<file path="src/rrht_pkg.sv">
package rrht_pkg;

  localparam int unsigned COORD_BITS_DEF = 16;
  localparam int unsigned WIDTH_BITS     = 15;
  localparam int unsigned HEIGHT_BITS    = 15;
  localparam int unsigned RADIUS_BITS    = 14;
  localparam int unsigned SQ_BITS        = 2 * RADIUS_BITS;
  localparam int unsigned CFG_INDEX_BITS = 3;

  localparam int unsigned NUM_CORNERS = 4;
  localparam int unsigned CORNER_BL   = 0;
  localparam int unsigned CORNER_BR   = 1;
  localparam int unsigned CORNER_TL   = 2;
  localparam int unsigned CORNER_TR   = 3;

  typedef enum logic [CFG_INDEX_BITS-1:0] {
    REG_RECT_X        = 3'd0,
    REG_RECT_Y        = 3'd1,
    REG_RECT_WIDTH    = 3'd2,
    REG_RECT_HEIGHT   = 3'd3,
    REG_CORNER_RADIUS = 3'd4
  } cfg_reg_e;

  typedef struct packed {
    logic                   box_hit;
    logic [NUM_CORNERS-1:0] disc_en;
    logic [RADIUS_BITS-1:0] mag_xl;
    logic [RADIUS_BITS-1:0] mag_xr;
    logic [RADIUS_BITS-1:0] mag_yb;
    logic [RADIUS_BITS-1:0] mag_yt;
    logic [RADIUS_BITS-1:0] radius;
  } loc_t;

endpackage

</file>
<file path="src/rrht_locate.sv">
module rrht_locate import rrht_pkg::*; #(
  parameter int unsigned COORD_BITS = COORD_BITS_DEF
) (
  input  logic                         clk_i,
  input  logic                         s1_en_i,
  input  logic                         s2_en_i,
  input  logic signed [COORD_BITS-1:0] point_x_i,
  input  logic signed [COORD_BITS-1:0] point_y_i,
  input  logic signed [COORD_BITS-1:0] rect_x_i,
  input  logic signed [COORD_BITS-1:0] rect_y_i,
  input  logic [WIDTH_BITS-1:0]        rect_width_i,
  input  logic [HEIGHT_BITS-1:0]       rect_height_i,
  input  logic [RADIUS_BITS-1:0]       corner_radius_i,
  output loc_t                         loc_o
);

  localparam int unsigned MAX_BITS = (COORD_BITS > 16) ? COORD_BITS : 16;
  localparam int unsigned EW       = MAX_BITS + 3;

  typedef enum logic [2:0] {
    MODE_BOX,
    MODE_CIRCLE,
    MODE_HSTAD,
    MODE_VSTAD,
    MODE_ROUND
  } shape_mode_e;

  function automatic logic signed [EW-1:0] abs_val(input logic signed [EW-1:0] d);
    return d[EW-1] ? -d : d;
  endfunction

  logic signed [EW-1:0] x_e, y_e, w_e, h_e, r_e, r2_e;
  logic [WIDTH_BITS-1:0] two_r;
  shape_mode_e           mode_d, mode_q;

  logic signed [COORD_BITS-1:0] px_q, py_q;
  logic signed [EW-1:0] x0_q, x1_q, y0_q, y1_q;
  logic signed [EW-1:0] cxl_q, cxr_q, cyb_q, cyt_q;
  logic signed [EW-1:0] wh_q, hw_q, wc_q, hc_q;
  logic [RADIUS_BITS-1:0] rad_q;

  assign x_e   = EW'(rect_x_i);
  assign y_e   = EW'(rect_y_i);
  assign w_e   = EW'(rect_width_i);
  assign h_e   = EW'(rect_height_i);
  assign r_e   = EW'(corner_radius_i);
  assign r2_e  = EW'({corner_radius_i, 1'b0});
  assign two_r = {corner_radius_i, 1'b0};

  always_comb begin
    priority if (corner_radius_i == '0) begin
      mode_d = MODE_BOX;
    end else if (two_r == rect_height_i && rect_height_i == rect_width_i) begin
      mode_d = MODE_CIRCLE;
    end else if (two_r == rect_height_i) begin
      mode_d = MODE_HSTAD;
    end else if (two_r == rect_width_i) begin
      mode_d = MODE_VSTAD;
    end else begin
      mode_d = MODE_ROUND;
    end
  end

  always_ff @(posedge clk_i) begin
    if (s1_en_i) begin
      px_q   <= point_x_i;
      py_q   <= point_y_i;
      x0_q   <= x_e;
      x1_q   <= x_e + w_e;
      y0_q   <= y_e;
      y1_q   <= y_e + h_e;
      cxl_q  <= x_e + r_e;
      cxr_q  <= x_e + w_e - r_e;
      cyb_q  <= y_e + r_e;
      cyt_q  <= y_e + h_e - r_e;
      wh_q   <= w_e - h_e;
      hw_q   <= h_e - w_e;
      wc_q   <= w_e - r2_e;
      hc_q   <= h_e - r2_e;
      rad_q  <= corner_radius_i;
      mode_q <= mode_d;
    end
  end

  logic signed [EW-1:0] px_e, py_e, rad_e;
  logic signed [EW-1:0] dxl, dxr, dyb, dyt;
  logic signed [EW-1:0] axl, axr, ayb, ayt;
  logic near_xl, near_xr, near_yb, near_yt;
  logic in_x, in_y, box_plain, box_h, box_v, box_c, box_l, box_r;
  logic cl, cr, cb, ct;
  loc_t loc_d, loc_q;

  assign px_e  = EW'(px_q);
  assign py_e  = EW'(py_q);
  assign rad_e = EW'(rad_q);

  assign dxl = px_e - cxl_q;
  assign dxr = px_e - cxr_q;
  assign dyb = py_e - cyb_q;
  assign dyt = py_e - cyt_q;

  assign axl = abs_val(dxl);
  assign axr = abs_val(dxr);
  assign ayb = abs_val(dyb);
  assign ayt = abs_val(dyt);

  assign near_xl = axl <= rad_e;
  assign near_xr = axr <= rad_e;
  assign near_yb = ayb <= rad_e;
  assign near_yt = ayt <= rad_e;

  assign in_x      = px_e >= x0_q && px_e <= x1_q;
  assign in_y      = py_e >= y0_q && py_e <= y1_q;
  assign box_plain = in_x && in_y;
  assign box_h     = !dxl[EW-1] && dxl <= wh_q && in_y;
  assign box_v     = in_x && !dyb[EW-1] && dyb <= hw_q;
  assign box_c     = !dxl[EW-1] && dxl <= wc_q && in_y;
  assign box_l     = px_e >= x0_q && (dxl[EW-1] || dxl == '0)
                     && !dyb[EW-1] && dyb <= hc_q;
  assign box_r     = !dxr[EW-1] && dxr <= rad_e && !dyb[EW-1] && dyb <= hc_q;

  assign cl = dxl[EW-1];
  assign cr = !dxr[EW-1] && dxr != '0;
  assign cb = dyb[EW-1];
  assign ct = !dyt[EW-1] && dyt != '0;

  always_comb begin
    loc_d         = '0;
    loc_d.mag_xl  = axl[RADIUS_BITS-1:0];
    loc_d.mag_xr  = axr[RADIUS_BITS-1:0];
    loc_d.mag_yb  = ayb[RADIUS_BITS-1:0];
    loc_d.mag_yt  = ayt[RADIUS_BITS-1:0];
    loc_d.radius  = rad_q;
    unique case (mode_q)
      MODE_BOX: begin
        loc_d.box_hit = box_plain;
      end
      MODE_CIRCLE: begin
        loc_d.disc_en[CORNER_BL] = 1'b1;
      end
      MODE_HSTAD: begin
        loc_d.box_hit            = box_h;
        loc_d.disc_en[CORNER_BL] = cl;
        loc_d.disc_en[CORNER_BR] = cr;
      end
      MODE_VSTAD: begin
        loc_d.box_hit            = box_v;
        loc_d.disc_en[CORNER_BL] = cb;
        loc_d.disc_en[CORNER_TL] = ct;
      end
      MODE_ROUND: begin
        loc_d.box_hit            = box_c || box_l || box_r;
        loc_d.disc_en[CORNER_BL] = cl && cb;
        loc_d.disc_en[CORNER_TL] = cl && ct;
        loc_d.disc_en[CORNER_BR] = cr && cb;
        loc_d.disc_en[CORNER_TR] = cr && ct;
      end
      default: begin
      end
    endcase
    loc_d.disc_en[CORNER_BL] = loc_d.disc_en[CORNER_BL] && near_xl && near_yb;
    loc_d.disc_en[CORNER_BR] = loc_d.disc_en[CORNER_BR] && near_xr && near_yb;
    loc_d.disc_en[CORNER_TL] = loc_d.disc_en[CORNER_TL] && near_xl && near_yt;
    loc_d.disc_en[CORNER_TR] = loc_d.disc_en[CORNER_TR] && near_xr && near_yt;
  end

  always_ff @(posedge clk_i) begin
    if (s2_en_i) begin
      loc_q <= loc_d;
    end
  end

  assign loc_o = loc_q;

endmodule

</file>
<file path="config.mk">
export PLATFORM = sky130hd
export DESIGN_NAME = rrht_locate
export DESIGN_NICKNAME = d
export VERILOG_FILES = /design/src/rrht_pkg.sv /design/src/rrht_locate.sv
export SDC_FILE = /design/constraint.sdc
export NUM_CORES = 1
export LEC_CHECK = 0
export ABC_AREA = 1
export ABC_CLOCK_PERIOD_IN_PS = 6300
export BUFFER_PORTS_ARGS = -buffer_cell sky130_fd_sc_hd__buf_2
export CORE_ASPECT_RATIO = 0.7
export CORE_UTILIZATION = 49
export CTS_BUF_LIST = sky130_fd_sc_hd__clkbuf_8
export DETAILED_ROUTE_END_ITERATION = 8
export GPL_TIMING_DRIVEN = 0
export PLACE_DENSITY_LB_ADDON = 0.15
export SYNTH_ARGS = -nofsm -noshare
export SYNTH_HDL_FRONTEND = slang
export SYNTH_SLANG_ARGS = --single-unit
</file>
<file path="constraint.sdc">
create_clock -name clk_i -period 6.3 [get_ports clk_i]
set_input_delay 0.315 -clock clk_i [delete_from_list [all_inputs] [get_ports clk_i]]
set_output_delay 0.315 -clock clk_i [all_outputs]
set_load 0.01 [all_outputs]
</file>
=== Yosys cells after proc, flatten, opt, wreduce, memory -nomap -nowiden ===
Cells that the tools add are included.

* Memories kept: 0
* Bits in latches: 0
* Word-level logic and storage cells: 119
* Input bits: 111
* Memory bits (writable): 0
* ROM bits: 0
* Flip-flop bits (word level): 342
* Output and inout bits: 75

* Magnitude comparators: 13
* Divide/modulo/power cells: 0
* Equal/unequal tests: 7
* Bitwise gates (word level): 0
* Multiplexer cells: 12
* Shift-type cells: 0
* Add/sub/neg operators: 18
* $mul: 0
* Reduce and logical (&&, ||, !) cells: 44

{| class="wikitable"
|+ Operators by type and width
! kind !! count
|-
| <= comparator 19 x 15 -> 1 bit || 5
|-
| <= comparator 19 bit || 4
|-
| 2-to-1 mux 19 bit || 4
|-
| negation 19 bit || 4
|-
| subtractor 16 x 19 -> 19 bit || 4
|-
| subtractor 15 x 15 -> 16 bit || 4
|-
| equality test 15 bit || 3
|-
| nonzero test 19 bit || 2
|-
| subtractor 17 x 15 -> 18 bit || 2
|-
| adder 16 x 15 -> 17 bit || 2
|-
| adder 16 x 16 -> 17 bit || 2
|-
| <= comparator 16 x 17 -> 1 bit || 2
|-
| >= comparator 16 bit || 2
|-
| logical AND 1 bit || 30
|-
| logical NOT 19 bit || 1
|-
| logical NOT 14 bit || 1
|-
| case mux 1 bit (4 select lines) || 2
|-
| equality test 3 x 2 -> 1 bit, second input constant || 2
|-
| logical NOT 1 bit || 4
|-
| case mux 1 bit (2 select lines) || 2
|-
| equality test 3 x 1 -> 1 bit, second input constant || 1
|-
| equality test 3 bit, second input constant || 1
|-
| logical NOT 3 bit || 1
|-
| logical OR 1 bit || 3
|-
| 5 further kinds || 6
|}

=== Longest topological paths before layout ===
Gate-level depths: netlist of run 1.

* Word-level depth: 9
* Mapped depth: 32
* Mapped depth without buffers: 31

=== Worst setup path before layout of run 1 ===
No wires, ideal clock.

* Kind: register to register
* Start point: reg px_q[0]
* End point: reg loc_q (netlist bit loc_o[72]), data pin
* Setup time: 0.257 ns
* Setup slack: 2.566 ns
* Stages on the path, launching flop included: 27
* Period minus slack after synthesis: 3.734 ns
* Data required time: 6.043 ns
* Data arrival time: 3.477 ns
* Cells stage by stage: edfxtp_1 > inv_1 > ha_1 > inv_1 > fa_1 > nand3_1 > nand3_1 > xnor2_1 > nand3_2 > nor2_2 > inv_1 > nor3_1 > nor2_1 > xor2_1 > inv_1 > ha_1 > nand2_1 > nor2_1 > nand2_1 > o31a_1 > o21ai_0 > a21o_1 > o21ai_0 > nand2_1 > nor2_1 > nand3_1 > a21oi_1

{| class="wikitable"
|+ RTL lines
! item !! RTL line !! RTL
|-
| start, declared || rrht_locate.sv:36 || <nowiki>logic signed [COORD_BITS-1:0] px_q, py_q;</nowiki>
|-
| start signal, assigned || rrht_locate.sv:66 || <nowiki>px_q <= point_x_i;</nowiki>
|-
| end signal, assigned || rrht_locate.sv:169 || <nowiki>loc_q <= loc_d;</nowiki>
|-
| end, declared || rrht_locate.sv:91 || <nowiki>loc_t loc_d, loc_q;</nowiki>
|}

==> results of run 1 <==
==> logic make-up after synthesis <==
group                    synth area share [%]
AO/OA/AOI/OAI                           10.21
XOR/XNOR                                6.678
AND/OR/NAND/NOR                         19.08
adder cells (fa/ha/maj)                 20.08
flip-flops                              35.19
buffers and inverters                   8.752
==> worst max-delay path, delay by kind of cell, from the launching register on <==
family / cells / cell delay [ns]
AOI/OAI and AO/OA: 3 / 0.64
xor gates and xnor gates: 2 / 0.40
adders and majority gates: 3 / 1.00
buffers and inverters: 4 / 0.51
DFF: 1 / 0.36
and+or+nand+nor: 12 / 2.14
==> cells in the mapped netlist (all sizes together), types with 3 or more instances <==
master and count:
a221oi 3, buf 7, o2111ai 4, xnor2 39, o21a 6, a31oi 11, a211oi 5, clkbuf 12
o21ai 119, o211ai 5, a21boi 12, a21o 17, o31ai 7, nand3b 15, and2 3, nand3 186
xor2 163, a21oi 284, o311ai 3, fa 14, inv 619, nor3 45, ha 420, or2 3
nand4 64, nor4 10, o21bai 15, edfxtp 323, nand2 682, nor2 189
==> state kept, by name, summed over array words and instances (netlist names), 17 cells and up <==
register and flops:
loc_o 75, y1_q 17, cyb_q 17, cyt_q 18, cxr_q 18, x1_q 17
cxl_q 17
==> area by class of cell <==
| cell class | instances | area [sq um] | share of cell area, % |
|---|---|---|---|
| multi-input cells | 2342 | 15450 | 49.52 |
| flip-flops and latches | 323 | 9699 | 31.09 |
| inverters | 619 | 2323 | 7.447 |
| repair buffers | 254 | 1664 | 5.334 |
| well taps | 740 | 925.9 | 2.968 |
| clock buffers | 55 | 757.0 | 2.426 |
| clock inverters | 44 | 286.5 | 0.9184 |
| plain buffers | 19 | 88.84 | 0.2847 |
| diodes | 1 | 2.502 | 0.008021 |
==> repair_timing <==
item | CTS | global route
gates resized for setup | 0 | 0
hold endpoints to repair | 91 | 0
hold buffers | 67 | 0
==> metrics by stage <==
| stage | util [%] | area (sq um) | instances |
|---|---|---|---|
| finish | 56.31 | 31200 | 4397 |
| global route | 56.31 | 31200 | 4397 |
| CTS | 56.31 | 31200 | 4396 |
| detailed placement | 53.21 | 29480 | 4230 |
| global placement | 53.09 | 29410 | 4228 |
| floorplan | - | 27560 | 3303 |
==> how the worst max path moves through the flow <==
stage	slack, ns	endpoint	cells past startpoint
floorplan	2.57	loc_o[72]$_DFFE_PP_	26
global placement	1.20	x0_q[13]$_DFFE_PP_	1
detailed placement	1.19	loc_o[73]$_DFFE_PP_	24
CTS	1.15	loc_o[73]$_DFFE_PP_	24
global route	0.66	loc_o[73]$_DFFE_PP_	24
finish	1.06	loc_o[73]$_DFFE_PP_	24
==> layer usage <==
metal / global-route usage (%) / wire length (um)
met5: 0 / 33
met4: 7.066 / 1776
met3: 11.19 / 11750
met2: 40.23 / 32650
met1: 48.74 / 43600
==> power by group through the flow <==
stage | combinational, W | sequential [W] | clock [W]
CTS | 0.00572 | 0.00318 | 0.00194
floorplan | 0.00387 | 0.00319 | 0
global route | 0.00653 | 0.00322 | 0.00203
finish | 0.00582 | 0.00319 | 0.00192
detailed placement | 0.00566 | 0.00323 | 0
global placement | 0.00549 | 0.00323 | 0
==> results.py, run 1 <==
metrics = {
    "grt": {
        "grt_max_degree": 123,
        "grt_pass1_wl_um": 133800,
        "first_global_vias": 22011,
        "antenna_found_initial": 12,
        "grt_overflow_total": 0,
        "grt_use_total_pct": 31.30,
    },
    "placement": {
        "dp_slack_ns": 1.189,
        "place_congestion": 0.9861,
        "place_hpwl_um": 74370,
        "port_buffers": 185,
    },
    "logic_synthesis": {
        "synth_edf_count": 323,
        "syn_nets": 3848,
        "synth_top_area_share_pct": 35.19,
        "synthFlopType": "edfxtp_1",
        "syn-instance-count": 3303,
        "seq_area_frac_synth_pct": 35.19,
        "avgSynthCellArea_sq_um": 8.345,
        "syn_area_sq_mm": 0.02756,
        "synth_top_area_cell": "edfxtp_1",
        "ys_types": 61,
        "ys.warnings.count": 0,
        "synthTopCellsByArea": "edfxtp_1 35%, ha_1 19%, nand2_1 8.9%",
        "async_flop_share_pct": 0,
        "synth-seq-cells": 323,
    },
    "power_and_ir_drop": {
        "total_power_w": 0.01093,
        "pwr-share-clk_pct": 17.5,
        "p_comb_share_pct": 53.3,
        "p_int_w": 0.005883,
        "cellPowerDensity_mw_per_mm2": 350.4,
        "p_sw_share_pct": 46.19,
        "pwr-share-seq_pct": 29.2,
        "power.switching_w": 0.005049,
        "p_leak_nw": 15.70,
        "ir_drop_mv": 0.1610,
    },
    "run": {
        "maxCapViolCount": 0,
    },
    "drt": {
        "antenna_left": 0,
        "viasPerCell": 5.442,
        "vias": 23930,
        "drt-initial-drc-count": 2468,
        "drtPass1Iterations": 5,
        "drt-total-wl_um": 89810,
        "wl_per_cell_um": 20.42,
        "drc": 0,
    },
    "cells_and_area": {
        "fill_cells": 5111,
        "most-common-layout-cells": "656 x nand2_1, 613 x inv_1, 420 x ha_1",
        "final_nets": 4159,
        "syn_to_final_growth_pct": 13.19,
        "final_common_cell": "nand2_1",
        "layout-drive-gt1-share_pct": 9.601,
    },
    "worst_setup_path": {
        "arrival_ns": 5.76,
        "r2r_slack_ns": 1.06,
        "crit_slowest_cell": "fa_1",
        "path_class": "reg2reg",
        "critPathMostFrequentCell": "nand2_1",
        "end_kind": "flop",
        "rr_startpoint": "px_q[0]$_DFFE_PP_",
        "crit_path_cell_trace": "inv_1 -> ha_1 -> inv_1 -> fa_1 -> xor2_1 -> nor3_1 -> nand2_1 -> nor2_1 -> nand2_1 -> nor4_2 -> inv_2 -> nor3_2 -> or2_1 -> xor2_1 -> inv_1 -> ha_1 -> nand2_1 -> nor3_1 -> nand2_1 -> a21oi_1 -> nand3_1 -> a21oi_1 -> nand4_1 -> a21oi_1",
        "startpoint_type": "flop",
        "cp_slowest_stage_delay_ns": 0.47,
        "rr_endpoint": "loc_o[73]$_DFFE_PP_",
        "setup.worst_path.start": "px_q[0]$_DFFE_PP_",
        "cp_data_required_time_ns": 6.82,
        "rr_worst_depth": 24,
        "crit_fanout": 4,
    },
    "floorplan": {
        "dieArea_sq_mm": 0.05722,
        "std_cell_rows": 72,
        "pin_count": 186,
        "die_x_um": 285.5,
        "fp.coreArea_sq_mm": 0.05540,
        "die_y_um": 200.4,
        "initial_core_util_pct": 49.75,
    },
    "timing": {
        "clock_skew_ns": 0.03638,
        "setup_ws_ns": 1.064,
        "rsz0062_at_grt": "no",
        "period_share_pct": 83.12,
        "tns_ns": 0,
        "hold_viol": 0,
        "setup_viol": 0,
        "slew_headroom_pct": 32.73,
        "hold_ws_ns": 0.05374,
        "finalMaxSlewViolations": 0,
        "tightest_slew_ns": 1.006,
        "fmax_mhz": 191.0,
        "period_needed_ns": 5.236,
    },
    "worst_hold_path": {
        "hold_depth": 1,
        "hold_path.startpoint": "corner_radius_i[6]",
        "hold_path_class": "in2reg",
        "hold_path_end": "rad_q[6]$_DFFE_PP_",
    },
    "clock_network": {
        "cts_tree": "built",
        "cts_made_buffers": 55,
        "cts_post_setup_buffers_inserted": 0,
        "h-tree-depth": 2,
        "clock-sinks": 323,
        "clkTransAtPathRegs_ns": 0.06,
        "cts_root_buffer": "clkbuf_8",
        "clockBufferDepth": 3,
        "clock_latency_ns": 0.71,
    },
    "outcome": {
        "status": "finished clean",
    },
}
Power figures use the tool's default switching activity.
==> inputs of run 2 (changes only) <==
- ABC_AREA: 1 -> 0
- ABC_CLOCK_PERIOD_IN_PS: 6300 -> 4250
- clock period: 6.3 -> 4.25 ns (I/O delays scaled with it)
==> run 2 against run 1 <==
  * The flow now finishes with violations (setup timing)
  * Largest cell class unchanged
  * Cell area up 4.6%
  * Synthesized cell count fell by 19%
  * Area after synthesis decreased by 3.9%
  * Critical endpoint is now loc_o[74]$_DFFE_PP_
  * Setup slack got worse by 2.0 ns
  * Sequential share of layout area decreased by 1.4 points
  * Critical path type unchanged
  * Die area is 3.9% lower
  * Clock power up 60%
  * Combinational power is 74% higher
  * Total power up 63%
==> results.py, run 2 <==
metrics = {
    "logic_synthesis": {
        "synth_most_common_cell": "ha_1",
        "syn-instance-count": 2675,
        "synth-seq-cells": 323,
        "seq_area_frac_synth_pct": 36.63,
        "ys_types": 85,
        "ys.warnings.count": 0,
        "synth_top_area_share_pct": 36.63,
        "async_flop_share_pct": 0,
        "syn_area_sq_mm": 0.02648,
        "synthTopCellsByArea": "edfxtp_1 37%, ha_1 20%, inv_1 4.9%",
        "synth_edf_count": 323,
        "synthFlopType": "edfxtp_1",
        "syn_nets": 3220,
        "synth_common_cells": "420 x ha_1, 349 x inv_1, 323 x edfxtp_1",
        "avgSynthCellArea_sq_um": 9.899,
        "synth_top_area_cell": "edfxtp_1",
    },
    "worst_setup_path": {
        "end_kind": "flop",
        "cp_data_required_time_ns": 4.70,
        "path_class": "reg2reg",
        "startpoint_type": "flop",
        "crit_fanout": 3,
        "arrival_ns": 5.60,
    },
    "drt": {
        "vias": 22721,
        "drtPass1Iterations": 6,
        "viasPerCell": 5.863,
        "wl_per_cell_um": 22.48,
        "drc": 0,
        "drt-initial-drc-count": 2267,
        "drt-total-wl_um": 87110,
        "antenna_left": 0,
    },
    "cells_and_area": {
        "layout-drive-gt1-share_pct": 19.18,
        "fin_util_pct": 61.81,
        "most-common-layout-cells": "399 x ha_1, 345 x inv_1, 323 x edfxtp_1",
        "largest_reg_flops": 75,
        "syn_to_final_growth_pct": 23.28,
        "design_area_sq_mm": 0.03264,
        "fill_cells": 4330,
        "final_common_cell": "ha_1",
        "final_nets": 3662,
    },
    "power_and_ir_drop": {
        "p_int_w": 0.01026,
        "p_leak_nw": 14.69,
        "p_comb_share_pct": 56.7,
        "ir_drop_mv": 0.2586,
        "total_power_w": 0.01777,
        "power.switching_w": 0.007506,
        "cellPowerDensity_mw_per_mm2": 544.3,
        "p_sw_share_pct": 42.24,
        "pwr-share-clk_pct": 17.3,
        "pwr-share-seq_pct": 26.0,
    },
    "clock_network": {
        "clockBufferDepth": 3,
        "clock-sinks": 323,
        "cts_made_buffers": 55,
        "clkTransAtPathRegs_ns": 0.07,
        "h-tree-depth": 2,
        "cts_tree": "built",
        "clock_latency_ns": 0.67,
        "cts_root_buffer": "clkbuf_8",
    },
    "placement": {
        "place_congestion": 1.021,
        "place_hpwl_um": 67100,
        "dpl_cell_area_sq_mm": 0.02859,
        "dp_slack_ns": -1.838,
        "port_buffers": 185,
    },
    "timing": {
        "period_needed_ns": 5.156,
        "clock_skew_ns": 0.03863,
        "finalMaxSlewViolations": 0,
        "period_share_pct": 121.3,
        "setup_ws_ns": -0.9055,
        "tightest_slew_ns": 1.044,
        "slew_headroom_pct": 30.17,
        "fmax_mhz": 194.0,
        "tns_ns": -4.033,
        "hold_viol": 0,
        "setup_viol": 5,
        "rsz0062_at_grt": "yes",
    },
    "grt": {
        "grt_max_degree": 119,
        "grt_overflow_total": 0,
        "grt_use_total_pct": 31.01,
        "first_global_vias": 20963,
        "antenna_found_initial": 2,
        "grt_pass1_wl_um": 127700,
    },
    "floorplan": {
        "fp.coreArea_sq_mm": 0.05281,
        "std_cell_rows": 70,
        "die_y_um": 196.5,
        "initial_core_util_pct": 50.14,
        "pin_count": 186,
        "dieArea_sq_mm": 0.05499,
        "die_x_um": 279.9,
    },
    "run": {
        "maxCapViolCount": 0,
    },
    "outcome": {
        "violations": "setup timing",
        "status": "complete, but fails checks",
    },
    "worst_hold_path": {
        "hold_path_class": "in2reg",
    },
}
==> run 2: changes by cell type in the layout (fill, tap and decap cells not counted), moves of 20 or more <==
cell,delta
nand2_1,-541
inv_1,-268
a21oi_1,-138
nand3_1,-133
buf_4,+113
xor2_1,-99
xnor2_1,+93
a21o_1,+77
nor2b_1,+58
o21a_1,+28
nand2b_1,+23
ha_1,-21
nand2_2,-20
==> run 2: what timing repair did <==
item,in CTS,in global routing
cloned,1,0
setup endpoints to repair,10,18
hold buffers,81,0
setup buffers,55,63
endpoints found under the hold margin,143,0
pin swaps,51,82
gates resized for setup,123,119
==> run 2: final cells by class <==
| cell class | instances | area, sq um | area share [%] |
|---|---|---|---|
| Multi-Input combinational cell | 1982 | 16760 | 51.35 |
| Sequential cell | 323 | 9699 | 29.71 |
| Timing Repair Buffer | 387 | 2725 | 8.348 |
| Inverter | 349 | 1319 | 4.040 |
| Tap cell | 720 | 900.9 | 2.760 |
| Clock buffer | 57 | 784.5 | 2.403 |
| Clock inverter | 37 | 335.3 | 1.027 |
| Buffer | 19 | 115.1 | 0.3526 |
| Antenna cell | 1 | 2.502 | 0.007666 |
==> run 2: cell families after synthesis <==
family | share of synthesized area (%)
compound gates | 16.43
buf+inv | 5.249
flops | 36.63
mux | 0.4631
fa+ha+maj | 21.02
simple gates | 12.84
xor+xnor | 7.366
==> run 2: path summary, 6_finish.rpt <==
check / cells past startpoint / slack, ns / from / endpoint
worst min register to register: 0 / 0.44 / rad_q[4]$_DFFE_PP_ / loc_o[4]$_DFFE_PP_
worst min-delay path: 3 / 0.07 / rect_height_i[14] / hw_q[17]$_DFFE_PP_
worst max-delay path: 21 / -0.91 / px_q[0]$_DFFE_PP_ / loc_o[74]$_DFFE_PP_
worst max register to register: 21 / -0.91 / px_q[0]$_DFFE_PP_ / loc_o[74]$_DFFE_PP_
==> run 2: power by group through the flow <==
stage,clock network [W],logic (W),registers (W)
2_1_floorplan,0,0.00546,0.00475
3_3_place_gp,0,0.00778,0.00471
3_5_place_dp,0,0.00807,0.00470
4_1_cts,0.00311,0.00889,0.00462
5_1_grt,0.00322,0.0109,0.00468
6_report,0.00308,0.0101,0.00462
==> run 2: critical path: stages (launching register included) <==
cell and delay, ns:
edfxtp_1 0.41, inv_4 0.13, buf_12 0.11, ha_4 0.12
inv_2 0.04, fa_2 0.41, a211oi_4 0.33, buf_4 0.19
o21ai_4 0.08, buf_4 0.17, nand2_4 0.08, xor2_4 0.25
inv_2 0.10, ha_4 0.22, a21o_1 0.16, a21o_1 0.17
a221o_1 0.40, a311oi_2 0.42, nor4_2 0.10, or3b_1 0.38
o211a_4 0.31, o211ai_1 0.34
==> run 2: stage by stage <==
stage	hold slack, ns	std cells
5_1_grt	0.06883	3874
4_1_cts	0.03346	3811
3_3_place_gp	0.3885	3580
6_report	0.06786	3875
2_1_floorplan	0.3114	2675
3_5_place_dp	0.3906	3582
==> run 2: layer usage <==
metal  track usage (%)  vias up  share of wire, %
met3             9.827      141                12
li1                  -    10685                 -
met1             47.42    10838                47
met4             8.642        2               2.6
met2             41.02     1055                38
met5                 0        -             0.015
==> inputs of run 3 (changes only) <==
- CORE_UTILIZATION: 49 -> 53
==> run 3 against run 2 <==
  * The flow still finishes with violations (setup timing)
  * Die area is 7.5% lower
  * Flip-flop and latch count stayed put
  * Sequential share of layout area is 0.50 points higher
  * Non-clock buffer count is 23 lower
  * Combinational power hardly changed
  * First-iteration DRC count is 8.7% higher
  * Global-route usage is 2.7 points higher
  * Register-to-register slack worse by 0.18 ns
  * Cell area is 1.7% lower
==> results.py, run 3 (synthesis results as in run 2) <==
metrics = {
    "drt": {
        "vias": 22603,
        "wl_per_cell_um": 22.92,
        "drt-initial-drc-count": 2464,
        "drc": 0,
        "drt-total-wl_um": 87230,
        "viasPerCell": 5.939,
        "drtPass1Iterations": 6,
        "antenna_left": 0,
    },
    "floorplan": {
        "pin_count": 186,
        "dieArea_sq_mm": 0.05088,
        "fp.coreArea_sq_mm": 0.04926,
        "initial_core_util_pct": 53.75,
        "die_x_um": 269.2,
        "std_cell_rows": 68,
        "die_y_um": 189.0,
    },
    "grt": {
        "grt_pass1_wl_um": 128500,
        "antenna_found_initial": 3,
        "grt_overflow_total": 0,
        "grt_use_total_pct": 33.69,
        "grt_max_degree": 115,
        "first_global_vias": 20625,
    },
    "clock_network": {
        "cts_made_buffers": 55,
        "cts_root_buffer": "clkbuf_8",
        "clock-sinks": 323,
        "clkTransAtPathRegs_ns": 0.06,
        "clock_latency_ns": 0.68,
        "clockBufferDepth": 3,
        "h-tree-depth": 2,
        "cts_tree": "built",
    },
    "power_and_ir_drop": {
        "pwr-share-seq_pct": 26.7,
        "p_sw_share_pct": 43.49,
        "p_int_w": 0.009774,
        "p_leak_nw": 14.53,
        "power.switching_w": 0.007521,
        "pwr-share-clk_pct": 15.6,
        "cellPowerDensity_mw_per_mm2": 538.8,
        "ir_drop_mv": 0.3495,
        "p_comb_share_pct": 57.7,
    },
    "worst_setup_path": {
        "rr_worst_depth": 24,
        "arrival_ns": 5.74,
        "rr_endpoint": "loc_o[74]$_DFFE_PP_",
        "end_kind": "flop",
        "crit_slowest_cell": "edfxtp_1",
        "r2r_slack_ns": -1.09,
        "crit_fanout": 3,
        "crit_path_cell_trace": "inv_4 -> ha_4 -> inv_2 -> fa_2 -> a21o_1 -> and3_4 -> o21ai_4 -> a21oi_4 -> o211ai_1 -> buf_4 -> a21oi_2 -> nor3_4 -> inv_2 -> ha_4 -> a21o_1 -> a211oi_2 -> mux2i_1 -> a211o_1 -> a211oi_4 -> o211ai_1 -> o22ai_2 -> a22oi_2 -> a211o_1 -> o211ai_1",
        "cp_data_required_time_ns": 4.66,
        "path_class": "reg2reg",
        "critPathMostFrequentCell": "o211ai_1",
        "startpoint_type": "flop",
        "cp_slowest_stage_delay_ns": 0.42,
        "worst-path-buf-inv": 4,
        "rr_startpoint": "py_q[0]$_DFFE_PP_",
        "critical-path-top-delay-family": "compound AO/OA/AOI/OAI gates",
    },
    "cells_and_area": {
        "largest_reg_flops": 75,
        "design_area_sq_mm": 0.03210,
        "final_nets": 3639,
        "register_area_sq_mm": 0.009699,
        "fill_cells": 4000,
        "final_common_cell": "ha_1",
        "syn_to_final_growth_pct": 21.22,
        "most-common-layout-cells": "409 x ha_1, 357 x inv_1, 323 x edfxtp_1",
        "multi_input_area_sq_mm": 0.01658,
        "layout-drive-gt1-share_pct": 17.53,
    },
    "timing": {
        "finalMaxSlewViolations": 0,
        "tightest_slew_ns": 1.095,
        "period_needed_ns": 5.336,
        "period_share_pct": 125.5,
        "clock_skew_ns": 0.03049,
        "setup_ws_ns": -1.086,
        "setup_viol": 5,
        "hold_viol": 0,
        "slew_headroom_pct": 26.73,
        "rsz0062_at_grt": "yes",
        "fmax_mhz": 187.4,
    },
    "placement": {
        "place_congestion": 0.9854,
        "place_hpwl_um": 67700,
        "dp_slack_ns": -2.281,
        "dpl_cell_area_sq_mm": 0.02852,
        "port_buffers": 185,
    },
    "worst_hold_path": {
        "hold_depth": 3,
        "hold_path_end": "hw_q[17]$_DFFE_PP_",
        "hold_path_class": "in2reg",
        "hold_path.startpoint": "rect_height_i[14]",
    },
    "run": {
        "maxCapViolCount": 0,
    },
    "outcome": {
        "status": "complete, but fails checks",
        "violations": "setup timing",
    },
}
run 3: cell types whose count changed in the layout (fill, tap and decap cells not counted), moves of 4 or more:
cell       before  now
buf_4         115   94
bufinv_16       7    1
clkinv_2        7   11
ha_1          399  409
ha_2            8    3
ha_4           13    8
inv_1         345  357
inv_2           9    3
nor2_1        156  160
nor2_2          8    4
o21ai_0       119  123
run 3: layout make-up:
cell class | instances | area share [%]
Multi-Input combinational cell | 1982 | 51.64
Sequential cell | 323 | 30.22
Timing Repair Buffer | 365 | 7.940
Inverter | 349 | 4.116
Tap cell | 665 | 2.592
Clock buffer | 56 | 2.401
Clock inverter | 45 | 0.7016
Buffer | 18 | 0.3625
Antenna cell | 3 | 0.02339
run 3: timing repair:
item                       CTS  global route
hold buffers                81             0
pin swaps                   72            30
hold endpoints to repair   112             0
gates cloned                 2             0
setup buffers               72            23
setup endpoints to repair   15            15
gates resized for setup    141            52
run 3: power groups by stage:
stage	Sequential, W	Clock (W)	Combinational [W]
global placement	0.00469	0	0.00788
finish	0.00462	0.00270	0.00998
floorplan	0.00475	0	0.00546
CTS	0.00462	0.00274	0.00925
detailed placement	0.00469	0	0.00818
global route	0.00467	0.00285	0.0107
run 3: worst max path at each step:
stage / cells past startpoint / slack [ns] / startpoint / to
after floorplan: 23 / -0.30 / px_q[0]$_DFFE_PP_ / loc_o[71]$_DFFE_PP_
after global placement: 20 / -2.23 / py_q[6]$_DFFE_PP_ / loc_o[74]$_DFFE_PP_
after detailed placement: 20 / -2.28 / py_q[6]$_DFFE_PP_ / loc_o[74]$_DFFE_PP_
after CTS: 24 / -0.87 / py_q[0]$_DFFE_PP_ / loc_o[74]$_DFFE_PP_
after global routing: 24 / -1.14 / py_q[0]$_DFFE_PP_ / loc_o[74]$_DFFE_PP_
final: 24 / -1.09 / py_q[0]$_DFFE_PP_ / loc_o[74]$_DFFE_PP_
run 3: per-layer routing:
| layer | routed length [um] | up-vias | GRT usage [%] |
|---|---|---|---|
| met5 | 0 | - | 0 |
| li1 | - | 10648 | - |
| met1 | 41420 | 10809 | 52.48 |
| met3 | 11280 | 95 | 11.57 |
| met2 | 33110 | 1051 | 44.12 |
| met4 | 1422 | 0 | 6.286 |
run 3: worst register-to-register path, delay by kind of cell, from the launching register on:
kind / cells / cell delay, ns
compound gates: 14 / 2.89
fa+ha+maj: 3 / 0.74
buf+inv: 4 / 0.41
flops: 1 / 0.42
mux: 1 / 0.15
simple gates: 2 / 0.46
run 3: per-stage QoR:
stage,hold slack (ns),utilization [%],setup TNS [ns],power [W],cells
after floorplan,0.3114,-,-0.5989,0.01021,2675
after global placement,0.3894,57.76,-189.80,0.01257,3525
after detailed placement,0.3906,57.89,-11.83,0.01287,3527
after CTS,0.02416,64.24,-3.798,0.01660,3781
after global routing,0.04476,65.15,-5.384,0.01827,3805
final,0.05047,65.16,-4.576,0.01729,3806
